--- config.mk ---
export PLATFORM = sky130hd
export DESIGN_NAME = text_tlv_tag_parser
export DESIGN_NICKNAME = d
export VERILOG_FILES = /design/src/hdl/ttp_pkg.sv /design/src/hdl/ttp_parser.sv /design/src/hdl/ttp_out_buf.sv /design/src/hdl/text_tlv_tag_parser.sv
export SDC_FILE = /design/constraint.sdc
export NUM_CORES = 1
export LEC_CHECK = 0
export ABC_AREA = 0
export BUFFER_PORTS_ARGS = -buffer_cell sky130_fd_sc_hd__buf_2
export CAP_MARGIN = 20
export CORE_ASPECT_RATIO = 1.1
export CORE_UTILIZATION = 63
export CTS_CLUSTER_DIAMETER = 100
export CTS_CLUSTER_SIZE = 14
export DETAILED_ROUTE_END_ITERATION = 16
export GPL_ROUTABILITY_DRIVEN = 0
export HOLD_SLACK_MARGIN = 0.08
export PLACE_DENSITY = 0.83
export SLEW_MARGIN = 20
export SYNTH_ARGS = -nofsm -noshare
export SYNTH_HDL_FRONTEND = slang
export SYNTH_SLANG_ARGS = --single-unit
--- constraint.sdc ---
create_clock -name clock -period 8.19 [get_ports clock]
set_input_delay 0.819 -clock clock [delete_from_list [all_inputs] [get_ports clock]]
set_output_delay 0.819 -clock clock [all_outputs]
set_load 0.01 [all_outputs]
--- src/hdl/ttp_pkg.sv ---
`timescale 1ns / 1ps
// ----------------------------------------------------------------------------
// ttp_pkg
// shared types and codes for the text tag parser
// ----------------------------------------------------------------------------
package ttp_pkg;

   // result kinds
   localparam logic [1:0] KIND_HEADER = 2'd0;
   localparam logic [1:0] KIND_VALUE  = 2'd1;
   localparam logic [1:0] KIND_END    = 2'd2;
   localparam logic [1:0] KIND_ERROR  = 2'd3;

   // error codes
   localparam logic [1:0] ERR_NONE      = 2'd0;
   localparam logic [1:0] ERR_SHORT_HDR = 2'd1;
   localparam logic [1:0] ERR_BAD_LEN   = 2'd2;
   localparam logic [1:0] ERR_TRUNC     = 2'd3;

   localparam int RSP_DATA_W = 64;

   typedef struct packed {
      logic [1:0]  kind;
      logic [15:0] tag_number;
      logic        constructed;
      logic [15:0] value_length;
      logic        no_length_field;
      logic [15:0] tag_offset;
      logic [7:0]  value_byte;
      logic        last_of_value;
      logic [1:0]  error_code;
   } rsp_type;

endpackage

--- src/hdl/ttp_parser.sv ---
`timescale 1ns / 1ps
// ----------------------------------------------------------------------------
// ttp_parser
// parser state and one-byte step logic, gives at most one result per item
// ----------------------------------------------------------------------------
module ttp_parser (
   input  logic             clock,
   input  logic             reset,
   input  logic             in_valid,
   input  logic             in_mode,
   input  logic [7:0]       in_byte,
   input  logic             mask_ctor,
   output logic             out_valid,
   output ttp_pkg::rsp_type out_rsp
);

   localparam logic [2:0] PH_TAG   = 3'd0;
   localparam logic [2:0] PH_AFTER = 3'd1;
   localparam logic [2:0] PH_LEN   = 3'd2;
   localparam logic [2:0] PH_VALUE = 3'd3;
   localparam logic [2:0] PH_HALT  = 3'd4;

   localparam logic [16:0] LEN_SAT = 17'h10000;

   logic [2:0]  phase_ff, phase_in;
   logic [1:0]  hcount_ff, hcount_in;
   logic [15:0] tag_ff, tag_in;
   logic [16:0] len_ff, len_in;
   logic        minus_ff, minus_in;
   logic        digit_ff, digit_in;
   logic [15:0] left_ff, left_in;
   logic [15:0] pos_ff, pos_in;
   logic [15:0] start_ff, start_in;

   logic        is_digit;
   logic [3:0]  dec;
   logic [15:0] hex_d;
   logic [19:0] len_mac;
   logic        len_bad;
   logic [15:0] hdr_tag;
   logic [15:0] tag_start;

   assign is_digit = (in_byte >= 8'h30) && (in_byte <= 8'h39);
   assign dec      = in_byte[3:0] - 4'h0;
   // unchecked digit formula, wraps modulo 2^16
   assign hex_d    = (in_byte > 8'h39) ? ({8'h00, in_byte} - 16'h0037)
                                       : ({8'h00, in_byte} - 16'h0030);
   assign len_mac  = {len_ff, 3'b000} + {2'b00, len_ff, 1'b0} + {16'h0000, dec};
   assign len_bad  = len_ff[16] || (minus_ff && (len_ff != 17'd0));
   assign hdr_tag  = {tag_ff[15] & ~mask_ctor, tag_ff[14:0]};
   // tag start as seen by this step (updated on first tag char)
   assign tag_start = start_ff;

   always_comb begin
      phase_in  = phase_ff;
      hcount_in = hcount_ff;
      tag_in    = tag_ff;
      len_in    = len_ff;
      minus_in  = minus_ff;
      digit_in  = digit_ff;
      left_in   = left_ff;
      pos_in    = pos_ff;
      start_in  = start_ff;
      out_valid = 1'b0;
      out_rsp   = '0;

      if (in_valid) begin
         if (in_mode) begin
            // end of message
            unique case (phase_ff)
               PH_TAG: begin
                  out_valid = 1'b1;
                  if (hcount_ff == 2'd0) begin
                     out_rsp.kind = ttp_pkg::KIND_END;
                  end else begin
                     out_rsp.kind       = ttp_pkg::KIND_ERROR;
                     out_rsp.tag_offset = tag_start;
                     out_rsp.error_code = ttp_pkg::ERR_SHORT_HDR;
                  end
               end
               PH_AFTER: begin
                  out_valid          = 1'b1;
                  out_rsp.kind       = ttp_pkg::KIND_ERROR;
                  out_rsp.tag_offset = tag_start;
                  out_rsp.error_code = ttp_pkg::ERR_SHORT_HDR;
               end
               PH_LEN: begin
                  out_valid          = 1'b1;
                  out_rsp.kind       = ttp_pkg::KIND_ERROR;
                  out_rsp.tag_offset = tag_start;
                  out_rsp.error_code = (!digit_ff || len_bad) ? ttp_pkg::ERR_BAD_LEN
                                                              : ttp_pkg::ERR_TRUNC;
               end
               PH_VALUE: begin
                  out_valid          = 1'b1;
                  out_rsp.kind       = ttp_pkg::KIND_ERROR;
                  out_rsp.tag_offset = tag_start;
                  out_rsp.error_code = ttp_pkg::ERR_TRUNC;
               end
               default: begin
               end
            endcase
            phase_in  = PH_TAG;
            hcount_in = 2'd0;
            tag_in    = '0;
            len_in    = '0;
            minus_in  = 1'b0;
            digit_in  = 1'b0;
            left_in   = '0;
            pos_in    = '0;
         end else begin
            pos_in = pos_ff + 16'd1;
            unique case (phase_ff)
               PH_TAG: begin
                  if ((hcount_ff == 2'd0) && (in_byte == 8'h0a)) begin
                     out_valid    = 1'b1;
                     out_rsp.kind = ttp_pkg::KIND_END;
                     phase_in     = PH_HALT;
                  end else begin
                     if (hcount_ff == 2'd0) begin
                        start_in = pos_ff;
                        tag_in   = hex_d;
                     end else begin
                        tag_in = {tag_ff[11:0], 4'h0} + hex_d;
                     end
                     hcount_in = hcount_ff + 2'd1;
                     if (hcount_ff == 2'd3) begin
                        phase_in = PH_AFTER;
                     end
                  end
               end
               PH_AFTER: begin
                  len_in   = '0;
                  minus_in = 1'b0;
                  digit_in = 1'b0;
                  if (in_byte == 8'h20) begin
                     out_valid               = 1'b1;
                     out_rsp.kind            = ttp_pkg::KIND_HEADER;
                     out_rsp.tag_number      = hdr_tag;
                     out_rsp.constructed     = tag_ff[15];
                     out_rsp.no_length_field = 1'b1;
                     out_rsp.tag_offset      = tag_start;
                     phase_in                = PH_TAG;
                  end else if (in_byte == 8'h2d) begin
                     minus_in = 1'b1;
                     phase_in = PH_LEN;
                  end else if (is_digit) begin
                     digit_in = 1'b1;
                     len_in   = {13'd0, dec};
                     phase_in = PH_LEN;
                  end else begin
                     out_valid          = 1'b1;
                     out_rsp.kind       = ttp_pkg::KIND_ERROR;
                     out_rsp.tag_offset = tag_start;
                     out_rsp.error_code = ttp_pkg::ERR_BAD_LEN;
                     phase_in           = PH_HALT;
                  end
               end
               PH_LEN: begin
                  if (is_digit) begin
                     digit_in = 1'b1;
                     // saturate at one past the largest legal length
                     len_in = (len_mac > {3'b000, LEN_SAT}) ? LEN_SAT : len_mac[16:0];
                  end else if (!digit_ff || len_bad) begin
                     out_valid          = 1'b1;
                     out_rsp.kind       = ttp_pkg::KIND_ERROR;
                     out_rsp.tag_offset = tag_start;
                     out_rsp.error_code = ttp_pkg::ERR_BAD_LEN;
                     phase_in           = PH_HALT;
                  end else begin
                     out_valid            = 1'b1;
                     out_rsp.kind         = ttp_pkg::KIND_HEADER;
                     out_rsp.tag_number   = hdr_tag;
                     out_rsp.constructed  = tag_ff[15];
                     out_rsp.value_length = len_ff[15:0];
                     out_rsp.tag_offset   = tag_start;
                     left_in              = len_ff[15:0];
                     phase_in             = (len_ff[15:0] == 16'd0) ? PH_TAG : PH_VALUE;
                  end
               end
               PH_VALUE: begin
                  out_valid             = 1'b1;
                  out_rsp.kind          = ttp_pkg::KIND_VALUE;
                  out_rsp.value_byte    = in_byte;
                  out_rsp.last_of_value = (left_ff <= 16'd1);
                  left_in               = (left_ff == 16'd0) ? 16'd0 : left_ff - 16'd1;
                  if (left_ff <= 16'd1) begin
                     phase_in = PH_TAG;
                  end
               end
               default: begin
               end
            endcase
         end
      end
   end

   always_ff @(posedge clock) begin
      if (reset) begin
         phase_ff  <= PH_TAG;
         hcount_ff <= '0;
         tag_ff    <= '0;
         len_ff    <= '0;
         minus_ff  <= 1'b0;
         digit_ff  <= 1'b0;
         left_ff   <= '0;
         pos_ff    <= '0;
         start_ff  <= '0;
      end else begin
         phase_ff  <= phase_in;
         hcount_ff <= hcount_in;
         tag_ff    <= tag_in;
         len_ff    <= len_in;
         minus_ff  <= minus_in;
         digit_ff  <= digit_in;
         left_ff   <= left_in;
         pos_ff    <= pos_in;
         start_ff  <= start_in;
      end
   end

endmodule

--- src/hdl/ttp_out_buf.sv ---
`timescale 1ns / 1ps
// ----------------------------------------------------------------------------
// ttp_out_buf
// two-entry result register, decouples result ready from input ready
// ----------------------------------------------------------------------------
module ttp_out_buf (
   input  logic             clock,
   input  logic             reset,
   input  logic             wr_valid,
   input  ttp_pkg::rsp_type wr_data,
   output logic             has_space,
   output logic             rd_valid,
   input  logic             rd_ready,
   output ttp_pkg::rsp_type rd_data
);

   ttp_pkg::rsp_type entry_ff [2];
   logic       wr_ptr_ff, wr_ptr_in;
   logic       rd_ptr_ff, rd_ptr_in;
   logic [1:0] count_ff, count_in;
   logic       do_wr, do_rd;

   assign has_space = (count_ff != 2'd2);
   assign rd_valid  = (count_ff != 2'd0);
   assign rd_data   = entry_ff[rd_ptr_ff];
   assign do_wr     = wr_valid && has_space;
   assign do_rd     = rd_valid && rd_ready;

   always_comb begin
      wr_ptr_in = wr_ptr_ff ^ do_wr;
      rd_ptr_in = rd_ptr_ff ^ do_rd;
      count_in  = count_ff + {1'b0, do_wr} - {1'b0, do_rd};
   end

   always_ff @(posedge clock) begin
      if (do_wr) begin
         entry_ff[wr_ptr_ff] <= wr_data;
      end
   end

   always_ff @(posedge clock) begin
      if (reset) begin
         wr_ptr_ff <= 1'b0;
         rd_ptr_ff <= 1'b0;
         count_ff  <= 2'd0;
      end else begin
         wr_ptr_ff <= wr_ptr_in;
         rd_ptr_ff <= rd_ptr_in;
         count_ff  <= count_in;
      end
   end

endmodule

--- src/hdl/text_tlv_tag_parser.sv ---
`timescale 1ns / 1ps
// ----------------------------------------------------------------------------
// text_tlv_tag_parser
// streaming parser for text tag messages: hex tag, optional decimal length,
// value bytes; emits header, value byte, end and error items
// ----------------------------------------------------------------------------
// result path: a result item is written to the result buffer when the req
//   item that caused it is accepted, and reaches rsp after older results
// throughput: one req item per cycle while the buffer has a free entry; the
//   parser step is combinational and the two-entry result buffer keeps
//   req_tready up while one result waits
// reset: synchronous, active high; parser waits for a tag start, position 0,
//   constructed masking off, result buffer empty
module text_tlv_tag_parser (
   input  logic        clock,
   input  logic        reset,
   // config: constructed-bit masking
   input  logic        csr_we,
   input  logic        csr_wdata,        // mask_constructor
   // request stream
   input  logic        req_tvalid,
   output logic        req_tready,
   input  logic [7:0]  req_tdata,        // [7:0] data_byte
   input  logic        req_tuser,        // [0] mode (1 = end of message)
   // result stream
   output logic        rsp_tvalid,
   input  logic        rsp_tready,
   // [15:0] tag_number, [16] constructed, [32:17] value_length,
   // [33] no_length_field, [49:34] tag_offset, [57:50] value_byte,
   // [59:58] error_code, [63:60] zero
   output logic [ttp_pkg::RSP_DATA_W-1:0] rsp_tdata,
   output logic        rsp_tlast,        // last_of_value
   output logic [1:0]  rsp_tuser         // [1:0] kind
);

   logic             mask_ff;
   logic             req_accept;
   logic             res_valid;
   ttp_pkg::rsp_type res;
   ttp_pkg::rsp_type head;
   logic             buf_space;

   // config register; must be written only while idle, unchecked here
   always_ff @(posedge clock) begin
      if (reset) begin
         mask_ff <= 1'b0;
      end else if (csr_we) begin
         mask_ff <= csr_wdata;
      end
   end

   // one item accepted whenever the buffer has a free entry
   assign req_tready = buf_space;
   assign req_accept = req_tvalid && req_tready;

   ttp_parser u_parser (
      .clock     (clock),
      .reset     (reset),
      .in_valid  (req_accept),
      .in_mode   (req_tuser),
      .in_byte   (req_tdata),
      .mask_ctor (mask_ff),
      .out_valid (res_valid),
      .out_rsp   (res)
   );

   ttp_out_buf u_out_buf (
      .clock     (clock),
      .reset     (reset),
      .wr_valid  (res_valid),
      .wr_data   (res),
      .has_space (buf_space),
      .rd_valid  (rsp_tvalid),
      .rd_ready  (rsp_tready),
      .rd_data   (head)
   );

   // pack result fields, tag_number in the lowest bits
   assign rsp_tdata = {4'b0000,
                       head.error_code,
                       head.value_byte,
                       head.tag_offset,
                       head.no_length_field,
                       head.value_length,
                       head.constructed,
                       head.tag_number};
   assign rsp_tlast = head.last_of_value;
   assign rsp_tuser = head.kind;

endmodule

==> impl_metrics.py <==
metrics = {
    "synth": {
        "ys_ff_latch": 219,
        "synth_top_area_cell": "edfxtp_1",
        "synth_top_area_frac": 0.332,
        "synth.distinct_cells": 78,
        "avgSynthCellArea_sq_um": 10.4,
        "mappedNetlistArea_sq_um": 11400,
        "ys_seq_area_frac": 0.495,
        "async_reset_ff_frac": 0,
        "ys.flop_type": "edfxtp_1",
        "netlist_top_cells_area": "edfxtp_1 33%, dfxtp_1 16%, ha_1 6.7%",
        "postSynthCellCount": 1093,
        "synth-edff-count": 126,
        "ys.warnings.count": 0,
    },
    "clocking": {
        "clkSinkCount": 219,
        "clkSlewWorstSetupHoldPaths_ns": 0.06,
        "cts_hold_buffers": 0,
        "h-tree-depth": 1,
        "cts_buffers": 19,
        "root_buffer": "clkbuf_16",
        "post-cts-setup-buffer-count": 0,
        "post_cts_resized": 0,
        "cts_tree": "built",
        "max-clock-path-buffers": 3,
        "insertion_delay_ns": 0.49,
    },
    "critical_path": {
        "reg2reg_slack_ns": 3.98,
        "reg2reg_depth": 12,
        "endpoint": "u_parser.len_ff[15]",
        "crit_path_frequent_cell": "inv_1",
        "endpoint_kind": "register",
        "startpoint_type": "input pin",
        "crit_family": "compound AO/OA/AOI/OAI gates",
        "criticalPathCategory": "in -> reg",
        "cpPeakStageDelay_ns": 0.62,
        "path_max_fanout": 9,
        "cp_slowest_cell": "fa_1",
        "crit_buf_inv": 3,
        "critPathLaunch": "req_tdata[3]",
        "worstPathRequired_ns": 8.59,
        "cp_cell_sequence": "buf_2, inv_1, fa_1, inv_1, ha_1, a211oi_2, o31a_1, o21ai_1, a211oi_1, o2111ai_1, o41ai_4, nand3_2, o31ai_2",
        "reg2reg_to": "u_parser.len_ff[15]",
        "arrival_ns": 4.70,
        "crit_cells": 13,
        "rr_startpoint": "u_parser.len_ff[2]",
    },
    "timing": {
        "period_needed_ns": 4.30,
        "setup_viol_count_final": 0,
        "worst_pin_slew_ns": 1.06,
        "fin_setup_tns_ns": 0,
        "rsz0062_at_grt": "false",
        "finalCritPeriodShare": 0.525,
        "slew_headroom": 0.291,
        "final-max-slew-violation-count": 0,
        "hold_viol": 0,
        "skew_ns": 0.0136,
        "clock.fmax_mhz": 233,
    },
    "placed_design": {
        "dp_hpwl_microns": 17400,
        "portBuffers": 79,
    },
    "drt": {
        "drtAntennaViolNets": 0,
        "detail_route.iter0.violations": 590,
        "wl_per_cell_microns": 17.6,
        "viasPerCell": 6.09,
        "wl_microns": 24700,
        "drc": 0,
        "vias": 8546,
        "first_pass_iters": 5,
    },
    "finish": {
        "fillerInstances": 1318,
        "area_delta_synth_final_pct": 9.57,
        "multi_input_area_sq_um": 5420,
        "regArea_sq_um": 5650,
        "nets": 1230,
        "drive_above_1_share": 0.166,
        "fin_util": 0.705,
    },
    "grt": {
        "grt_pass1_vias": 8276,
        "antenna_found_initial": 1,
        "grt_max_degree": 64,
        "grt_use_total": 0.270,
        "grt_pass1_wl_microns": 39900,
        "overflow": 0,
    },
    "floorplan": {
        "ioPinCount": 84,
        "dieArea_sq_um": 18700,
        "fp.dieW_microns": 130,
        "placementRows": 51,
        "fp.dieH_microns": 143,
        "initial_utilization": 0.643,
        "coreArea_sq_um": 17700,
    },
    "min_path": {
        "hp-class": "reg -> reg",
    },
    "outcome": {
        "status": "completed",
    },
    "power": {
        "power.density_nw_per_um2": 215,
        "p_leak_nw": 4.72,
        "ir_drop_v": 0.000167,
    },
    "flow_run": {
        "drv_cap": 0,
    },
}
[area by class of cell]
type,instances,share of cell area
Tap cell,238,0.0238
Clock buffer,32,0.0419
Clock inverter,2,0.00120
Antenna cell,1,0.000200
Timing Repair Buffer,87,0.0364
Multi-Input combinational cell,785,0.433
Inverter,39,0.0117
Sequential cell,219,0.452
[where the power goes]
group | internal, mW | switching, mW
clock | 0.438 | 0.376
combinational | 0.249 | 0.334
sequential | 1.24 | 0.0548
[worst reg2reg max path: cells and delay by family (launching register included)]
| kind | cells | cell delay, ns |
|---|---|---|
| AO/OA/AOI/OAI | 7 | 2.31 |
| adder cells (fa/ha/maj) | 2 | 0.89 |
| buffers and inverters | 2 | 0.23 |
| flip-flops | 1 | 0.44 |
| AND/OR/NAND/NOR | 1 | 0.26 |
[per-layer routing]
metal,routed length (microns),track usage
met5,0,0
met4,859,0.114
met3,1420,0.0371
met2,12200,0.468
met1,10300,0.337
[through the flow]
| step | hold WS, ns | area [sq um] | cells | worst slack (ns) | power [mW] |
|---|---|---|---|---|---|
| 3_5_place_dp | 0.447 | 12000 | 1368 | 3.54 | 1.90 |
| 6_report | 0.453 | 12500 | 1403 | 3.89 | 2.69 |
| 3_3_place_gp | 0.440 | 12000 | 1368 | 3.64 | 1.88 |
| 4_1_cts | 0.456 | 12500 | 1402 | 3.97 | 2.71 |
| 5_1_grt | 0.480 | 12500 | 1402 | 3.61 | 2.81 |
| 2_1_floorplan | 0.427 | 11400 | 1096 | 4.09 | 1.72 |
[registers in the layout (all words and copies together), names as in the netlist, 2 cells and up]
name,flops
u_parser.len_ff,17
u_out_buf.count_ff,2
u_parser.start_ff,16
u_parser.phase_ff,3
u_parser.hcount_ff,2
u_parser.tag_ff,16
u_parser.left_ff,16
u_out_buf.entry_ff,126
u_parser.pos_ff,16
[placed cells by master (no fill, tap or decap), types with 14 or more instances in the layout]
master,synthesis,final
nand2_1,112,112
and2_1,53,53
xnor2_1,21,21
o21ai_0,37,37
a22oi_1,23,23
inv_1,39,39
xor2_1,20,20
dfxtp_1,93,92
a21oi_1,66,66
a211oi_1,16,16
nand3_1,15,15
nor3_1,29,29
nor2_1,88,88
nand4_1,14,14
clkbuf_16,0,19
ha_1,61,59
buf_2,2,79
edfxtp_1,126,126
mux2_2,63,63
[worst min path at each step]
stage                          startpoint                     to  depth (start not counted)  slack, ns
CTS                 u_parser.start_ff[10]  u_parser.start_ff[10]                          2       0.46
global placement      u_parser.tag_ff[12]    u_parser.tag_ff[12]                          2       0.44
finish              u_parser.start_ff[10]  u_parser.start_ff[10]                          2       0.45
detailed placement   u_parser.start_ff[8]   u_parser.start_ff[8]                          2       0.45
floorplan             u_parser.tag_ff[12]    u_parser.tag_ff[12]                          2       0.43
global route          u_parser.tag_ff[12]    u_parser.tag_ff[12]                          2       0.48
[cells by family after synthesis]
logic type	after synthesis	synth area share
compound gates	237	0.144
xor+xnor	41	0.0315
simple gates	371	0.159
buf+inv	92	0.0324
mux	68	0.0665
other cells	1	0.000329
fa+ha+maj	64	0.0721
flops	219	0.495
[synthesized netlist by cell type (all sizes together), types with 29 or more instances]
cell type,instances
edfxtp,126
a21oi,66
nor2,88
inv,39
mux2,63
and2,54
nand2,112
ha,61
dfxtp,93
o21ai,46
nor3,29
clkbuf,45
Power figures use the tool's default switching activity.
